## config.mk

```make
export PLATFORM = sky130hd
export DESIGN_NAME = sobel_ctrl
export DESIGN_NICKNAME = d
export VERILOG_FILES = /design/src/sv/sobel_pkg.sv /design/src/sv/sobel_ctrl.sv
export SDC_FILE = /design/constraint.sdc
export NUM_CORES = 1
export LEC_CHECK = 0
export ABC_AREA = 1
export BUFFER_PORTS_ARGS = -buffer_cell sky130_fd_sc_hd__buf_2
export CORE_UTILIZATION = 55
export DETAILED_ROUTE_END_ITERATION = 7
export PLACE_DENSITY_LB_ADDON = 0.1
export SYNTH_ARGS = -nofsm -noshare
export SYNTH_HDL_FRONTEND = slang
export SYNTH_SLANG_ARGS = --single-unit
```

## constraint.sdc

```tcl
create_clock -name clk -period 5.7 [get_ports clk]
set_input_delay 0.285 -clock clk [delete_from_list [all_inputs] [get_ports clk]]
set_output_delay 0.285 -clock clk [all_outputs]
set_load 0.005 [all_outputs]
```

## src/sv/sobel_pkg.sv

```systemverilog
// ----------------------------------------------------------------------------
// sobel_pkg: shared types and constants
// Control and status structs between the sequencer and the datapath.
// ----------------------------------------------------------------------------
package sobel_pkg;

  localparam int unsigned PixW = 24;
  localparam logic [15:0] SatLimit = 16'd65280;
  localparam logic [1:0] RegWidth = 2'd0;
  localparam logic [1:0] RegHeight = 2'd1;

  typedef struct packed {
    logic load;      // latch input beat, start store read
    logic compute;   // window complete, run gradients
    logic sq_start;  // start root extraction
    logic sq_step;   // one root bit
    logic commit;    // write store, shift window, advance position
    logic clear;     // restart frame
  } sobel_cmd_t;

  typedef struct packed {
    logic sq_done;
  } sobel_sts_t;

endpackage

```

## src/sv/sobel_ctrl.sv

```systemverilog
// ----------------------------------------------------------------------------
// sobel_ctrl: sequencer
// Walks one pixel through read, gradient, root and result emission.
// ----------------------------------------------------------------------------
module sobel_ctrl import sobel_pkg::*; (
  input  logic        clk,
  input  logic        rst,
  input  logic        in_valid,
  output logic        in_ready,
  input  logic        cfg_we,
  output sobel_cmd_t  cmd,
  input  sobel_sts_t  sts,
  input  logic [16:0] row,
  input  logic [11:0] col,
  input  logic [11:0] width_eff,
  input  logic [16:0] height_eff,
  input  logic [23:0] edge_rgb,
  output logic        out_valid,
  input  logic        out_ready,
  output logic [23:0] out_rgb,
  output logic [15:0] out_row_o,
  output logic [10:0] out_col_o,
  output logic        out_last
);
  localparam logic [2:0] SIdle = 3'd0;
  localparam logic [2:0] SRead = 3'd1;
  localparam logic [2:0] SGrad = 3'd2;
  localparam logic [2:0] SRoot = 3'd3;
  localparam logic [2:0] SEmit = 3'd4;

  logic [2:0] state, state_next;
  logic [3:0] pend, pend_next;  // results still to give, one bit per kind
  logic [16:0] r;
  logic [11:0] c;
  logic        lastc, lastr, hold;
  logic [3:0]  pick;

  assign c = (col >= width_eff) ? 12'd0 : col;
  assign r = (row >= height_eff) ? 17'd0 : row;
  assign lastc = (c == width_eff - 12'd1);
  assign lastr = (r == height_eff - 17'd1);
  assign in_ready = (state == SIdle) && !cfg_we;
  assign hold = out_valid && !out_ready;

  // lowest pending kind first
  always_comb begin
    pick = 4'd0;
    if (pend[0]) pick = 4'b0001;
    else if (pend[1]) pick = 4'b0010;
    else if (pend[2]) pick = 4'b0100;
    else if (pend[3]) pick = 4'b1000;
  end

  always_comb begin
    cmd = '0;
    state_next = state;
    pend_next = pend;
    cmd.clear = cfg_we;
    unique case (state)
      SIdle: begin
        if (in_valid && in_ready) begin
          cmd.load = 1'b1;
          state_next = SRead;
        end
      end
      SRead: state_next = SGrad;
      SGrad: begin
        cmd.compute = 1'b1;
        pend_next = {lastr && lastc, lastr && c != 12'd0,
                     lastc && r != 17'd0, r != 17'd0 && c != 12'd0};
        state_next = SRoot;
      end
      SRoot: begin
        state_next = SEmit;
        cmd.sq_start = 1'b1;
      end
      SEmit: begin
        cmd.sq_step = 1'b1;
        if (sts.sq_done && !hold) begin
          if (pend == 4'd0) begin
            cmd.commit = 1'b1;
            state_next = SIdle;
          end else begin
            pend_next = pend & ~pick;
          end
        end
      end
      default: state_next = SIdle;
    endcase
  end

  always_ff @(posedge clk) begin
    if (rst) begin
      state <= SIdle;
      pend <= 4'd0;
      out_valid <= 1'b0;
    end else begin
      state <= state_next;
      pend <= pend_next;
      if (state == SEmit && sts.sq_done && !hold && pend != 4'd0) begin
        out_valid <= 1'b1;
      end else if (out_ready) begin
        out_valid <= 1'b0;
      end
    end
  end

  always_ff @(posedge clk) begin
    if (state == SEmit && sts.sq_done && !hold && pend != 4'd0) begin
      out_last <= (pend & ~pick) == 4'd0;
      unique case (1'b1)
        pick[0]: begin
          out_rgb <= (r >= 17'd2 && c >= 12'd2) ? edge_rgb : 24'd0;
          out_row_o <= 16'(r - 17'd1);
          out_col_o <= 11'(c - 12'd1);
        end
        pick[1]: begin
          out_rgb <= 24'd0;
          out_row_o <= 16'(r - 17'd1);
          out_col_o <= 11'(width_eff - 12'd1);
        end
        pick[2]: begin
          out_rgb <= 24'd0;
          out_row_o <= 16'(height_eff - 17'd1);
          out_col_o <= 11'(c - 12'd1);
        end
        default: begin
          out_rgb <= 24'd0;
          out_row_o <= 16'(height_eff - 17'd1);
          out_col_o <= 11'(width_eff - 12'd1);
        end
      endcase
    end
  end
endmodule
```

# Yosys cells after proc, flatten, opt, wreduce, memory -nomap -nowiden
# Cells that the tools add are included.
dict set report totals {
  input_bits 88
  reg_bits 60
  word_cells 79
}
dict set report classes {
  reduce_logical 28
  n_eq_ne 10
  bitwise_logic 2
  magnitude_cmp 4
  n_addsub 4
  mux 24
}
# op count
set ops {}
lappend ops {{4-bit 2-to-1 mux} 6}
lappend ops {{17-bit == test} 1}
lappend ops {{17-bit greater-or-equal comparator} 1}
lappend ops {{17-bit by 2-bit greater-or-equal comparator with 1-bit output (second input constant)} 1}
lappend ops {{17-bit 2-to-1 mux} 1}
lappend ops {{17-bit nonzero test} 1}
lappend ops {{17-bit by 1-bit subtractor with 17-bit output (second input constant)} 1}
lappend ops {{16-bit 2-to-1 mux} 1}
lappend ops {{16-bit by 1-bit subtractor with 16-bit output (second input constant)} 1}
lappend ops {{3-bit one-hot mux with 5 select lines} 1}
lappend ops {{12-bit == test} 1}
lappend ops {{12-bit greater-or-equal comparator} 1}
lappend ops {{12-bit by 2-bit greater-or-equal comparator with 1-bit output (second input constant)} 1}
lappend ops {{1-bit logical AND} 12}
lappend ops {{12-bit 2-to-1 mux} 1}
lappend ops {{12-bit nonzero test} 1}
lappend ops {{12-bit by 1-bit subtractor with 12-bit output (second input constant)} 1}
lappend ops {{11-bit 2-to-1 mux} 1}
lappend ops {{11-bit by 1-bit subtractor with 11-bit output (second input constant)} 1}
lappend ops {{3-bit 2-to-1 mux} 3}
lappend ops {{4-bit logical NOT} 2}
lappend ops {{1-bit 2-to-1 mux} 8}
lappend ops {{4-bit one-hot mux with 2 select lines} 1}
lappend ops {{3-bit by 2-bit == test with 1-bit output (second input constant)} 2}
lappend ops {{14 further kinds} 21}

# Longest topological paths before layout
dict set report logic_depth {
  word_depth 9
  depth_mapped 20
  ltp_nobuf 19
}

# Worst setup path before layout
# OpenSTA, ideal clock, no wires.
dict set report synth_timing {
  path_kind {register to register}
  startpoint {reg state[1]}
  endpoint {reg out_col_o[0] (enable)}
  setup_ns 0.463
  path_stages_with_launch 8
  path_slack_ns 1.964
  arrival_ns 3.272
  period_less_slack_ns 3.736
  required_ns 5.237
  n_path_buf 0
  cell_sequence {dfxtp_1 -> nor2_1 -> inv_1 -> nor2_1 -> inv_1 -> nor2_1 -> inv_1 -> nor2_1}
}
dict set report synth_via {
  elab_chain_cells 4
}
# element line
set synth_lines {}
lappend synth_lines {{start: declaration} sobel_ctrl.sv:31} ;# logic [2:0] state, state_next;
lappend synth_lines {{start signal: assignment} sobel_ctrl.sv:94} ;# state <= SIdle;
lappend synth_lines {{start signal: assignment} sobel_ctrl.sv:98} ;# state <= state_next;
lappend synth_lines {{3-bit == test} sobel_ctrl.sv:109} ;# if (state == SEmit && sts.sq_done && !hold && pend != 4'd0) begin
lappend synth_lines {{1-bit logical AND (3 in a row)} sobel_ctrl.sv:109}
lappend synth_lines {{end signal: assignment} sobel_ctrl.sv:115} ;# out_col_o <= 11'(c - 12'd1);
lappend synth_lines {{end signal: assignment} sobel_ctrl.sv:120} ;# out_col_o <= 11'(width_eff - 12'd1);
lappend synth_lines {{end signal: assignment} sobel_ctrl.sv:125} ;# out_col_o <= 11'(c - 12'd1);
lappend synth_lines {{end: declaration} sobel_ctrl.sv:22} ;# output logic [10:0] out_col_o,
# Every way passes these cells.
# A chain may end at the register's enable or synchronous reset.

# Final worst setup path
dict set report layout_timing {
  startpoint {in width_eff[11]}
  endpoint {reg out_rgb[9], data pin}
}
dict set report layout_via {
  elab_chain_cells 5
}
# element line
set layout_lines {}
lappend layout_lines {{start: declaration} sobel_ctrl.sv:15} ;# input logic [11:0] width_eff,
lappend layout_lines {{12-bit greater-or-equal comparator} sobel_ctrl.sv:38} ;# assign c = (col >= width_eff) ? 12'd0 : col;
lappend layout_lines {{12-bit 2-to-1 mux} sobel_ctrl.sv:38}
lappend layout_lines {{12-bit by 2-bit greater-or-equal comparator with 1-bit output} sobel_ctrl.sv:113} ;# out_rgb <= (r >= 17'd2 && c >= 12'd2) ? edge_rgb : 24'd0;
lappend layout_lines {{1-bit logical AND} sobel_ctrl.sv:113}
lappend layout_lines {{2-bit AND reduction (no source line)} --}
lappend layout_lines {{end signal: assignment} sobel_ctrl.sv:113}
lappend layout_lines {{end: declaration} sobel_ctrl.sv:20} ;# output logic [23:0] out_rgb,
# Every way passes these cells.

==> results.cfg <==
[floorplanning]
ios = 148
die_y_um = 102
core_um2 = 9680
die_x_um = 102
start_util_pct = 56.4
die-area_um2 = 10300
rows = 36

[sta]
clock_skew_ns = 0.0101
timing.hold.ws_ns = 0.169
final_max_slew_viol_count = 0
tightest_slew_ns = 1.28
fin_crit_ns = 3.06
fin_ws_ns = 2.64
relSlewSlack_pct = 13.4
setup_viol_count_final = 0
final.period_utilization_pct = 53.7
hold_viol_final = 0
setup_tns_ns = 0
fmax_ghz = 0.327
rsz0062_at_grt = no

[final_layout]
finish.utilization_pct = 67.4
layoutNonFillerInstCount = 1034
fillCellCount = 864
final_area_um2 = 6520
diodes = 0
drive_gt1_share_pct = 25.4
final_nets = 1020
seqCellArea_um2 = 1720
area_delta_synth_final_pct = 19.3
multi_input_comb_area_um2 = 3120

[yosys]
synth_top_cell_area_share_pct = 28.6
syn_area_per_cell_um2 = 7.28
synth_nets = 875
synth-async-reset-ratio_pct = 0
yosys.cell_count.top_type = nand2_1
synthesis.area_um2 = 5470
ys_types = 39
synth-seq-cells = 60
yosys-top-cells-count = 167 x nand2_1, 126 x inv_1, 90 x nor2_1
synthFlopType = edfxtp_1
synth_cells = 751
synth-seq-area-share_pct = 31.5
ys_warn_count = 0
yosysTopAreaCell = edfxtp_1
synth_edf_count = 52
synthTopCellsByArea = edfxtp_1 29%, nand2_1 11%, inv_1 8.7%

[routing]
num_vias = 5404
route.met3.wl_um = 831
drtIter0Drc = 225
dr.pass1.iters = 5
wl_met2_um = 6400
routed_wl_um = 13200
via_per_inst = 5.23
drc_errors = 0
drt-met1-wl_um = 5590
ant_nets = 0
top_layer_used = met4
wl_per_cell_um = 12.8

[clock_tree]
clk_path_buf_depth = 2
path_clk_slew_ns = 0.07
h-tree-depth = 3
cts-root-buf = clkbuf_8
cts_buffers = 9
clk_latency_ns = 0.35
ctsHoldBuffers = 0
post-cts-setup-buffer-count = 0
post_cts_resized = 0
cts_tree = yes
cts_num_sinks = 60

[outcome]
status = finished, final reports clean

[worst_setup_path]
worstPathArrival_ns = 3.14
cp.buffers_inverters = 2
path_max_fanout = 24
crit_path_cell_trace = buf_2 -> inv_1 -> ha_1 -> nand2_1 -> nor2_1 -> nand3_1 -> nand3_1 -> nand2_1 -> nor3_1 -> a41oi_2 -> nand2_4 -> nor2_1
cp-start-kind = input port
cp-end-kind = flop
slowest_delay_ns = 0.53
crit_required_ns = 5.78
crit_family = simple AND/OR/NAND/NOR gates
crit_type = input port to flop
crit_slowest_cell = nand2_4

[power_and_ir_drop]
p_seq_share_pct = 33.2
vdd_ir_drop_max_v = 0.000156
p_leak_nw = 3.34
p_int_mw = 1.05
pwr-share-comb_pct = 39.0
power_density_nw_per_um2 = 257
power_frac_clock_pct = 27.8
p_sw_uw = 630
finalPower_mw = 1.68
netSwitchingFraction_pct = 37.5

[place]
place.gp.congestion = 0.924
io_buffers = 147
dp_worst_setup_slack_ns = 2.30
dpl_cell_area_um2 = 6280
hpwlAfterDp_um = 10800
dp.cells = 1018

[global_route]
track_usage_pct = 26.0
gr-total-overflow = 0
antenna_found_initial = 0
grt_max_degree = 37
grt_pass1_wl_um = 21200
grt_pass1_vias = 4958

[flow_run]
maxCapViolations = 0

[min_path]
hold_path_class = input port to flop
registers in the layout (all words and copies together), names as in the netlist:
signal     cells
out_row_o     16
out_rgb       24
state          3
out_col_o     11
pend           4
out_last       1
out_valid      1
placed cells by master, fill, tap and decap left out, types with 22 or more instances in the layout:
cell      synthesis  routed
nand2_1         167     167
buf_2             4     147
inv_1           126     126
nor2_1           90      88
edfxtp_1         52      52
nand3_1          44      44
o21ai_0          41      41
ha_1             36      36
xor2_1           29      29
nand4_1          24      24
nor2_4           21      22
a21oi_1          23      22
final cells by class:
class / count / share of cell area [%]
Timing Repair Buffer: 151 / 11.7
Inverter: 134 / 7.75
Clock inverter: 6 / 1.71
Multi-Input combinational cell: 540 / 47.9
Sequential cell: 60 / 26.4
Tap cell: 133 / 2.55
Clock buffer: 10 / 1.96
worst paths after layout:
kind	from	to	slack, ns	depth (start not counted)
setup / recovery	width_eff[11]	out_rgb[9]	2.64	12
hold / removal	rst	pend[0]	0.17	2
setup reg to reg	pend[0]	out_row_o[7]	2.82	8
hold reg to reg	out_valid	out_valid	0.49	2
per-layer routing:
metal	GRT usage, %	up-vias
li1	-	2716
met1	30.3	2445
met2	45.2	207
met3	5.52	36
met4	12.8	0
met5	0	-
cells by family (layout without fill, tap and decap cells):
group,after synthesis,after routing,synth area share [%]
AO/OA/AOI/OAI,80,80,7.99
XOR/XNOR,34,34,5.45
adder cells (fa/ha/maj),36,36,8.24
buffers and inverters,151,301,11.6
flip-flops,60,60,31.5
multiplexers,1,1,0.183
AND/OR/NAND/NOR,389,389,35.1
power groups by stage:
stage | sequential [mW] | combinational [mW] | clock, mW
detailed placement | 0.566 | 0.648 | 0
global placement | 0.565 | 0.630 | 0
finish | 0.558 | 0.655 | 0.466
floorplan | 0.563 | 0.494 | 0
CTS | 0.557 | 0.650 | 0.473
global route | 0.560 | 0.735 | 0.493
Power figures use the tool's default switching activity.
